**src/lpr_pkg.sv**
```systemverilog
// ----------------------------------------------------------------------------
// LRU page replacement package
// Sizes, types and reset values shared by the frame set modules.
// ----------------------------------------------------------------------------
`timescale 1ns / 1ps

package lpr_pkg;

    localparam int MAX_FRAMES  = 16;
    localparam int PAGE_WIDTH  = 16;
    localparam int FRAME_IDX_W = (MAX_FRAMES > 1) ? $clog2(MAX_FRAMES) : 1;
    localparam int RANK_W      = FRAME_IDX_W;
    localparam int CNT_W       = $clog2(MAX_FRAMES + 1);
    localparam int CFG_W       = 5;
    localparam int FAULT_W     = 32;

    localparam logic [CFG_W-1:0] CFG_RESET = CFG_W'(4);

    typedef logic [PAGE_WIDTH-1:0]  page_t;
    typedef logic [FRAME_IDX_W-1:0] frame_idx_t;
    typedef logic [RANK_W-1:0]      rank_t;
    typedef logic [MAX_FRAMES-1:0]  frame_mask_t;
    typedef page_t [MAX_FRAMES-1:0] page_vec_t;
    typedef rank_t [MAX_FRAMES-1:0] rank_vec_t;

    // Outcome of one lookup across the frame set.
    typedef struct packed {
        logic       hit;
        logic       evict;
        frame_idx_t slot;
    } lookup_t;

endpackage

```
**src/lru_page_replacement.sv**
```systemverilog
// ----------------------------------------------------------------------------
// LRU page replacement frame set
// Tracks resident pages in a set of frames and replaces the least recently
// used frame on a fault.
// ----------------------------------------------------------------------------
// A page reference is taken on every clock edge with start high; busy stays
// low, so the block takes one word per cycle with no gaps. Each reference
// gives exactly one result, shown for a single cycle with done high. The
// receiver cannot stall, so results must be taken as they appear. The
// reference passes through the input register, one pass of parallel
// compare and rank update, and the result register. The number
// of active frames is written through the cfg channel, which is always ready,
// and should only change while no reference is in flight.
// ----------------------------------------------------------------------------
`timescale 1ns / 1ps

module lru_page_replacement
    import lpr_pkg::*;
(
    input  logic                   clk,
    input  logic                   rst_n,
    input  logic                   start,
    output logic                   busy,
    input  logic [PAGE_WIDTH-1:0]  page,
    input  logic                   cfg_valid,
    output logic                   cfg_ready,
    input  logic [CFG_W-1:0]       cfg_data,
    output logic                   done,
    output logic                   hit,
    output logic [FRAME_IDX_W-1:0] frame_index,
    output logic                   evicted_valid,
    output logic [PAGE_WIDTH-1:0]  evicted_page,
    output logic [FAULT_W-1:0]     fault_total
);

    logic               pend_reg;
    page_t              page_reg;
    logic [CFG_W-1:0]   frames_cfg_reg;
    page_vec_t          frame_page_reg;
    frame_mask_t        frame_valid_reg;
    frame_mask_t        frame_valid_next;
    rank_vec_t          rank_reg;
    rank_vec_t          rank_next;
    logic [FAULT_W-1:0] fault_cnt_reg;
    logic [FAULT_W-1:0] fault_cnt_next;
    logic               done_reg;
    logic               hit_reg;
    frame_idx_t         frame_index_reg;
    logic               evicted_valid_reg;
    page_t              evicted_page_reg;

    logic [CNT_W-1:0]   active_cnt;
    frame_mask_t        active;
    lookup_t            lk;
    rank_t              old_rank;
    page_t              evicted_page_next;

    assign busy      = 1'b0;
    assign cfg_ready = 1'b1;

    always_ff @(posedge clk or negedge rst_n)
    begin
        if (!rst_n)
        begin
            frames_cfg_reg <= CFG_RESET;
        end
        else if (cfg_valid && cfg_ready)
        begin
            frames_cfg_reg <= cfg_data;
        end
    end

    // Out-of-range counts fold to the nearest legal value.
    always_comb
    begin
        if (frames_cfg_reg == '0)
        begin
            active_cnt = CNT_W'(1);
        end
        else if (32'(frames_cfg_reg) > 32'(MAX_FRAMES))
        begin
            active_cnt = CNT_W'(MAX_FRAMES);
        end
        else
        begin
            active_cnt = CNT_W'(frames_cfg_reg);
        end
        for (int k = 0; k < MAX_FRAMES; k++)
        begin
            active[k] = (32'(k) < 32'(active_cnt));
        end
    end

    always_ff @(posedge clk or negedge rst_n)
    begin
        if (!rst_n)
        begin
            pend_reg <= 1'b0;
        end
        else
        begin
            pend_reg <= start & ~busy;
        end
    end

    always_ff @(posedge clk)
    begin
        if (start && !busy)
        begin
            page_reg <= page;
        end
    end

    lpr_lookup u_lookup (
        .page        (page_reg),
        .frame_page  (frame_page_reg),
        .frame_valid (frame_valid_reg),
        .frame_rank  (rank_reg),
        .active      (active),
        .result      (lk)
    );

    assign old_rank = rank_reg[lk.slot];

    always_comb
    begin
        frame_valid_next = frame_valid_reg;
        frame_valid_next[lk.slot] = 1'b1;
        // The touched frame becomes newest; every younger frame ages by one.
        for (int k = 0; k < MAX_FRAMES; k++)
        begin
            if (FRAME_IDX_W'(k) == lk.slot)
            begin
                rank_next[k] = '0;
            end
            else if (rank_reg[k] < old_rank)
            begin
                rank_next[k] = rank_reg[k] + RANK_W'(1);
            end
            else
            begin
                rank_next[k] = rank_reg[k];
            end
        end
        if (!lk.hit && (fault_cnt_reg != '1))
        begin
            fault_cnt_next = fault_cnt_reg + FAULT_W'(1);
        end
        else
        begin
            fault_cnt_next = fault_cnt_reg;
        end
        evicted_page_next = lk.evict ? frame_page_reg[lk.slot] : '0;
    end

    always_ff @(posedge clk or negedge rst_n)
    begin
        if (!rst_n)
        begin
            frame_valid_reg <= '0;
            fault_cnt_reg   <= '0;
            done_reg        <= 1'b0;
            for (int k = 0; k < MAX_FRAMES; k++)
            begin
                rank_reg[k] <= RANK_W'(k);
            end
        end
        else
        begin
            done_reg <= pend_reg;
            if (pend_reg)
            begin
                frame_valid_reg <= frame_valid_next;
                rank_reg        <= rank_next;
                fault_cnt_reg   <= fault_cnt_next;
            end
        end
    end

    always_ff @(posedge clk)
    begin
        if (pend_reg)
        begin
            if (!lk.hit)
            begin
                frame_page_reg[lk.slot] <= page_reg;
            end
            hit_reg           <= lk.hit;
            frame_index_reg   <= lk.slot;
            evicted_valid_reg <= lk.evict;
            evicted_page_reg  <= evicted_page_next;
        end
    end

    assign done          = done_reg;
    assign hit           = hit_reg;
    assign frame_index   = frame_index_reg;
    assign evicted_valid = evicted_valid_reg;
    assign evicted_page  = evicted_page_reg;
    assign fault_total   = fault_cnt_reg;

endmodule

```
**src/lpr_lookup.sv**
```systemverilog
// ----------------------------------------------------------------------------
// LRU page replacement lookup
// Parallel compare of one page against all active frames, with selection of
// the hit frame, the lowest empty frame or the least recently used frame.
// ----------------------------------------------------------------------------
`timescale 1ns / 1ps

module lpr_lookup
    import lpr_pkg::*;
(
    input  page_t       page,
    input  page_vec_t   frame_page,
    input  frame_mask_t frame_valid,
    input  rank_vec_t   frame_rank,
    input  frame_mask_t active,
    output lookup_t     result
);

    frame_mask_t hit_vec;
    frame_mask_t empty_vec;
    frame_mask_t victim_vec;
    frame_idx_t  hit_idx;
    frame_idx_t  empty_idx;
    frame_idx_t  victim_idx;
    logic        any_empty;

    always_comb
    begin
        for (int k = 0; k < MAX_FRAMES; k++)
        begin
            hit_vec[k]   = frame_valid[k] & active[k] & (frame_page[k] == page);
            empty_vec[k] = active[k] & ~frame_valid[k];
            // Ranks are a permutation, so exactly one active frame is oldest.
            victim_vec[k] = active[k];
            for (int j = 0; j < MAX_FRAMES; j++)
            begin
                if (active[j] && (frame_rank[j] > frame_rank[k]))
                begin
                    victim_vec[k] = 1'b0;
                end
            end
        end
    end

    always_comb
    begin
        hit_idx    = '0;
        empty_idx  = '0;
        victim_idx = '0;
        for (int k = MAX_FRAMES - 1; k >= 0; k--)
        begin
            if (hit_vec[k])
            begin
                hit_idx = FRAME_IDX_W'(k);
            end
            if (empty_vec[k])
            begin
                empty_idx = FRAME_IDX_W'(k);
            end
            if (victim_vec[k])
            begin
                victim_idx = FRAME_IDX_W'(k);
            end
        end
    end

    assign any_empty = |empty_vec;

    always_comb
    begin
        result.hit   = |hit_vec;
        result.evict = ~result.hit & ~any_empty;
        if (result.hit)
        begin
            result.slot = hit_idx;
        end
        else if (any_empty)
        begin
            result.slot = empty_idx;
        end
        else
        begin
            result.slot = victim_idx;
        end
    end

endmodule

```
**config.mk**
```make
export PLATFORM = sky130hd
export DESIGN_NAME = lru_page_replacement
export DESIGN_NICKNAME = d
export VERILOG_FILES = /design/src/lpr_pkg.sv /design/src/lru_page_replacement.sv /design/src/lpr_lookup.sv
export SDC_FILE = /design/constraint.sdc
export NUM_CORES = 2
export LEC_CHECK = 0
export ABC_CLOCK_PERIOD_IN_PS = 18600
export BUFFER_PORTS_ARGS = -buffer_cell sky130_fd_sc_hd__buf_2
export CORE_MARGIN = 4
export CORE_UTILIZATION = 50
export DETAILED_ROUTE_END_ITERATION = 7
export GPL_TIMING_DRIVEN = 1
export PLACE_DENSITY = 0.7
export SLEW_MARGIN = 20
export SYNTH_ARGS = -nofsm -noshare
export SYNTH_HDL_FRONTEND = slang
export SYNTH_SLANG_ARGS = --single-unit
```
**constraint.sdc**
```tcl
create_clock -name clk -period 18.6 [get_ports clk]
set_input_delay 0 -clock clk [delete_from_list [all_inputs] [get_ports clk]]
set_output_delay 0 -clock clk [all_outputs]
set_load 0.05 [all_outputs]
```
Word level (Yosys, flattened, before mapping):

Index checks and enable logic that the tools add are counted.

* flip-flop bits (word level): 413
* input port bits: 25
* output and inout bits: 57

* add/subtract/negate cells: 17
* magnitude comparators: 291
* equal/unequal tests: 32
* mux-type cells: 349
* bitwise gates (word level): 68
* reduce and logical (&&, ||, !) cells: 297

Operators with widths (number)
* > comparator 4 bit: 256
* 2-to-1 mux 4 bit: 83
* logical AND 1 bit: 258
* 2-to-1 mux 1 bit: 257
* bitwise mux 256 bit: 1
* == test 16 bit: 16
* adder 4 x 1 -> 4 bit, second input constant: 16
* binary-select mux 16 bit (select 4 bit): 1
* demux 16 bit (select 4 bit): 1
* less-than comparator 4 bit: 16
* bitwise AND 1 bit: 49
* less-than comparator 4 x 5 -> 1 bit, first input constant: 8
* AND reduction 2 bit: 18
* adder 32 x 1 -> 32 bit, second input constant: 1
* == test 4 bit, first input constant: 8
* 2-to-1 mux 16 bit: 2
* != test 32 bit, second input constant: 1
* nonzero test 2 bit: 16
* OR reduction 16 bit: 2
* less-than comparator 3 x 5 -> 1 bit, first input constant: 4
* NOT 1 bit: 18
* binary-select mux 4 bit (select 4 bit): 1
* == test 3 x 4 -> 1 bit, first input constant: 4
* bitwise OR 16 bit: 1
* 12 further kinds: 16

Longest topological paths before layout:

* depth after elaboration: 44
* gate-level depth with buffers: 30

Modules after synthesis:

From an unflattened synthesis, not the netlist that was laid out.

* cell total of the unflattened synthesis: 3426
* area, all modules: 35589.1 µm²

Modules (own cells, without submodules)
* lru_page_replacement: times used 1, cells each 1248, area an instance 19197.2 µm²
* lpr_lookup: times used 1, cells each 2178, area an instance 16392.0 µm²

Least setup slack after synthesis:

Ideal clock, no wire load.

* path kind: reg2reg
* start: register rank_reg[21] (netlist bit)
* end: register rank_reg[59] (netlist bit)
* library setup time: 0.079 ns
* arrival time: 7.005 ns
* required time: 18.521 ns
* slack: 11.516 ns
* stages on the path, launching flop included: 27
* buffers on the path: 3
* period minus slack after synthesis: 7.084 ns
* path through: dfrtp_1 > inv_1 > ha_1 > nor2b_1 > o211ai_1 > a21oi_1 > a2111o_1 > or4_4 > nor4_4 > nor2_1 > o41ai_1 > nand2_1 > o211a_1 > buf_6 > inv_2 > clkbuf_1 > clkbuf_1 > o211ai_1 > a31o_2 > o21ai_0 > ha_1 > o21a_1 > o21ai_0 > nand2b_1 > or3_1 > or4b_2 > o21ai_0

* word-level cells in the longest chain between the ends: 36
* elaborated cells on any way between the ends: 268
* those cells by class: order compare: 32; eq/ne: 1; mux: 202; reduce/logical: 33

RTL lines
* start: declaration: RTL line lru_page_replacement.sv:42 `rank_vec_t rank_reg;`
* start signal: indexed assignment: RTL line lru_page_replacement.sv:165 `rank_reg[k] <= RANK_W'(k);`
* start signal: assignment: RTL line lru_page_replacement.sv:174 `rank_reg <= rank_next;`
* > comparator 4 bit: RTL line lpr_lookup.sv:37 `if (active[j] && (frame_rank[j] > frame_rank[k]))`
* logical AND 1 bit: RTL line lpr_lookup.sv:37
* 2-to-1 mux 1 bit (11 in series): RTL line lpr_lookup.sv:37
* 2-to-1 mux 4 bit (16 in series): RTL line lpr_lookup.sv:60 `if (victim_vec[k])`
* 2-to-1 mux 4 bit: RTL line lpr_lookup.sv:77 `else if (any_empty)`
* 2-to-1 mux 4 bit: RTL line lpr_lookup.sv:73 `if (result.hit)`
* binary-select mux 4 bit (select 4 bit): RTL line lru_page_replacement.sv:123 `assign old_rank = rank_reg[lk.slot];`
* 2-to-1 mux 4 bit (not written as such): RTL line lru_page_replacement.sv:123
* less-than comparator 4 bit: RTL line lru_page_replacement.sv:136 `else if (rank_reg[k] < old_rank)`
* nonzero test 2 bit (no line)
* AND reduction 2 bit (no line)

Parallel ways exist; a longest one is shown, timed or not. The select of a mux whose other input is x is not followed.
A chain may end at the register's enable or synchronous reset.

Worst setup path in the final report:

* start: register frames_cfg_reg[4]
* end: register rank_reg[59] (netlist bit)

* word-level cells in the longest chain between the ends: 44
* elaborated cells on any way between the ends: 639
* those cells by class: order compare: 18; eq/ne: 1; mux: 311; bitwise: 48; reduce/logical: 261

RTL lines
* start: declaration: RTL line lru_page_replacement.sv:38 `logic [CFG_W-1:0] frames_cfg_reg;`
* start signal: assignment: RTL line lru_page_replacement.sv:69 `frames_cfg_reg <= cfg_data;`
* > comparator 5 bit: RTL line lru_page_replacement.sv:80 `else if (32'(frames_cfg_reg) > 32'(MAX_FRAMES))`
* 2-to-1 mux 5 bit: RTL line lru_page_replacement.sv:80
* 2-to-1 mux 5 bit *: RTL line lru_page_replacement.sv:76 `if (frames_cfg_reg == '0)`
* less-than comparator 1 x 5 -> 1 bit: RTL line lru_page_replacement.sv:90 `active[k] = (32'(k) < 32'(active_cnt));`
* logical AND 1 bit: RTL line lpr_lookup.sv:37
* 2-to-1 mux 1 bit (16 in series): RTL line lpr_lookup.sv:37
* 2-to-1 mux 4 bit (16 in series): RTL line lpr_lookup.sv:60
* 2-to-1 mux 4 bit: RTL line lpr_lookup.sv:77
* 2-to-1 mux 4 bit *: RTL line lpr_lookup.sv:73
* binary-select mux 4 bit (select 4 bit): RTL line lru_page_replacement.sv:123
* 2-to-1 mux 4 bit (not written as such): RTL line lru_page_replacement.sv:123
* less-than comparator 4 bit: RTL line lru_page_replacement.sv:136
* nonzero test 2 bit (no line)
* AND reduction 2 bit (no line)

Every way passes the cells marked *; elsewhere a longest branch is shown, timed or not. The select of a mux whose other input is x is not followed.

==> flow_summary_export.csv <==
group,metric,value,unit
run_status,status,"finished, final reports clean",
clock_network,clk_latency,0.60,ns
route,drt_pass1_iterations,8,
yosys,syn_area,34800,sq um
critical_path,crit_fanout,169,
yosys,ys_types,99,
route,drc_errors,0,
global_routing,antenna_found_initial,3,
floorplan,dieWidth,272,um
floorplan,fp-row-count,96,
route,ant_nets,0,
critical_path,rr_worst_depth,23,
yosys,synth_edf_count,294,
critical_path,rrSetupSlack,10.30,ns
cells_and_area,nets,4149,
route,finalWirelength,126000,um
cells_and_area,final_common_cell,"ha_1",
critical_path,worstSetupStartpoint,"frames_cfg_reg[4]",
placement,routabilityCongestion,1.08,
yosys,synth_warnings,0,
timing,worst_pin_slew,1.34,ns
critical_path,cp-start-kind,"flop",
global_routing,grt_max_degree,170,
route,routedWlPerCell,27.7,um
critical_path,slowest_stage,"o21ai_2",
route,vias_per_cell,6.67,
timing,hold_viol,0,
floorplan,boundaryPins,82,
timing,drv_slew,0,
global_routing,grt_first_pass_wirelength,186000,um
critical_path,crit_buf_inv,2,
placement,io_buffers,79,
critical_path,r2r_end,"rank_reg[59]",
yosys,synthCells,3463,
timing,fmax,120,MHz
floorplan,initial_core_util,50.6,%
hold_path,hold_start,"page[14]",
clock_network,post_cts_resized,0,
clock_network,postCtsSetupBuffers,0,
yosys,syn-mean-instance-area,10.0,sq um
flow_run,maxCapViolCount,0,
clock_network,htreeDepth,2,
global_routing,first_global_vias,28700,
cells_and_area,area_growth,10.1,%
critical_path,crit_chain,"buf_4 > nor2_2 > a21o_1 > or3_1 > nand4b_1 > or4_1 > a222oi_1 > nor3_1 > o311ai_2 > nand3_4 > buf_12 > nand2_1 > o211ai_1 > and3_1 > a31o_2 > o21ai_2 > ha_1 > o21a_1 > o21ai_0 > nand2b_1 > or3_1 > or4b_2 > o21ai_0",
yosys,synth_nets,4033,
critical_path,cp_num_cells,23,
placement,dpl.hpwl,88300,um
critical_path,required,19.10,ns
timing,min_period,8.30,ns
global_routing,grt_usage,32.9,%
yosys,async_reset_ff_share,28.8,%
timing,setup_viol,0,
cells_and_area,largest_reg_flops,256,
timing,period_share,44.6,%
clock_network,cts.sinks,413,
clock_network,cts_tree,"yes",
route,vias,30300,
floorplan,fp.coreArea,68800,sq um
yosys,synth-seq-cells,413,
yosys,synthFlopType,"edfxtp_1",
cells_and_area,final_cell_mix,"545 x ha_1, 294 x edfxtp_1, 260 x nand2_1",
timing,grt_setup_unrepaired,"no",
critical_path,endpoint_kind,"flop",
critical_path,slowest_delay,0.87,ns
route,drt_iter0_drc,3589,
clock_network,cts_buffer_depth,3,
global_routing,overflow,0,
timing,timing.hold.ws,0.108,ns
cells_and_area,drive_above_1_share,10.9,%
yosys,synth_seq_area_share,34.1,%
clock_network,clockRootBuffer,"clkbuf_16",
timing,setup_tns,0,ns
clock_network,clk_transition_reported_paths,0.07,ns
timing,slew_headroom,11.0,%
floorplan,dieArea,73900,sq um
clock_network,cts_hold_buf,33,
floorplan,die_h,272,um
critical_path,r2r-start,"frames_cfg_reg[4]",
clock_network,numCtsBuffers,43,
timing,finClkSkew,0.0359,ns
critical_path,worstPathArrival,8.80,ns
critical_path,crit_family,"simple AND/OR/NAND/NOR gates",
critical_path,worst-setup-path-type,"flop to flop",
critical_path,cp-endpoint,"rank_reg[59]",
hold_path,hp-class,"input pin to flop",
routing by layer:
metal	global-route usage (%)	vias up	wire (um)
li1	-	13600	-
met1	44.0	14400	49900
met2	49.9	1845	54100
met3	6.39	461	13000
met4	19.3	4	8970
met5	0	-	27
worst register-to-register path: stages, from the launching register on:
cell and delay [ns]:
dfrtp_1 0.37, buf_4 0.29, nor2_2 0.75, a21o_1 0.69, or3_1 0.27, nand4b_1 0.12, or4_1 0.56, a222oi_1 0.56
nor3_1 0.12, o311ai_2 0.43, nand3_4 0.28, buf_12 0.32, nand2_1 0.22, o211ai_1 0.11, and3_1 0.23, a31o_2 0.22
o21ai_2 0.87, ha_1 0.40, o21a_1 0.16, o21ai_0 0.14, nand2b_1 0.10, or3_1 0.32, or4b_2 0.60, o21ai_0 0.10
cell type report:
class	count	area, sq um
inverter	122	460
timing repair buffer	188	1330
fill	6019	30500
clock inverter	29	364
multi-input combinational	2811	22000
tap	931	1160
sequential	413	11900
antenna	3	7.51
clock buffer	50	1130
cell families after synthesis:
family	after synthesis	share of synthesized area (%)
AO/OA/AOI/OAI	807	15.5
AND/OR/NAND/NOR	976	14.9
XOR/XNOR	290	7.30
other	2	0.0216
buffers and inverters	239	2.92
multiplexers	191	5.72
adder cells (fa/ha/maj)	545	19.6
flip-flops	413	34.1
per-stage QoR:
| stage | instances | cell area (sq um) | worst slack [ns] | util, % |
|---|---|---|---|---|
| 6_report | 4547 | 38300 | 10.30 | 55.6 |
| 5_1_grt | 4544 | 38300 | 10.06 | 55.6 |
| 4_1_cts | 4544 | 38300 | 10.42 | 55.6 |
| 3_5_place_dp | 4432 | 36400 | 10.42 | 53.0 |
| 3_3_place_gp | 4432 | 36400 | 10.57 | 53.0 |
| 2_1_floorplan | 3463 | 34800 | 11.52 | - |
how the worst min path moves through the flow:
| stage | slack, ns | depth (start not counted) | to |
|---|---|---|---|
| after floorplan | -0.30 | 0 | done |
| after global placement | 0.02 | 1 | fault_total[7] |
| after detailed placement | 0.02 | 1 | fault_total[7] |
| after CTS | 0.08 | 2 | page_reg[15] |
| after global routing | 0.1 | 2 | page_reg[11] |
| final | 0.11 | 2 | page_reg[14] |
synthesized netlist by cell type (79+ instances only):
library cell	n	share of area, %
ha_1	545	20
mux2i_1	127	3.7
nand4_1	141	2.5
dfrtp_1	86	6.2
nand3_1	118	1.7
xnor2_1	190	4.8
nor2_1	101	1.1
inv_1	119	1.3
edfxtp_1	294	25
nand2_1	260	2.8
o21ai_0	163	2.3
nor2b_1	79	1.4
a21oi_1	243	3.5
o211ai_1	103	2.2
xor2_1	100	2.5
Power is left out: the tool's default activity adds up to more than one toggle a clock period on the data nets, which glitch-free logic cannot reach.
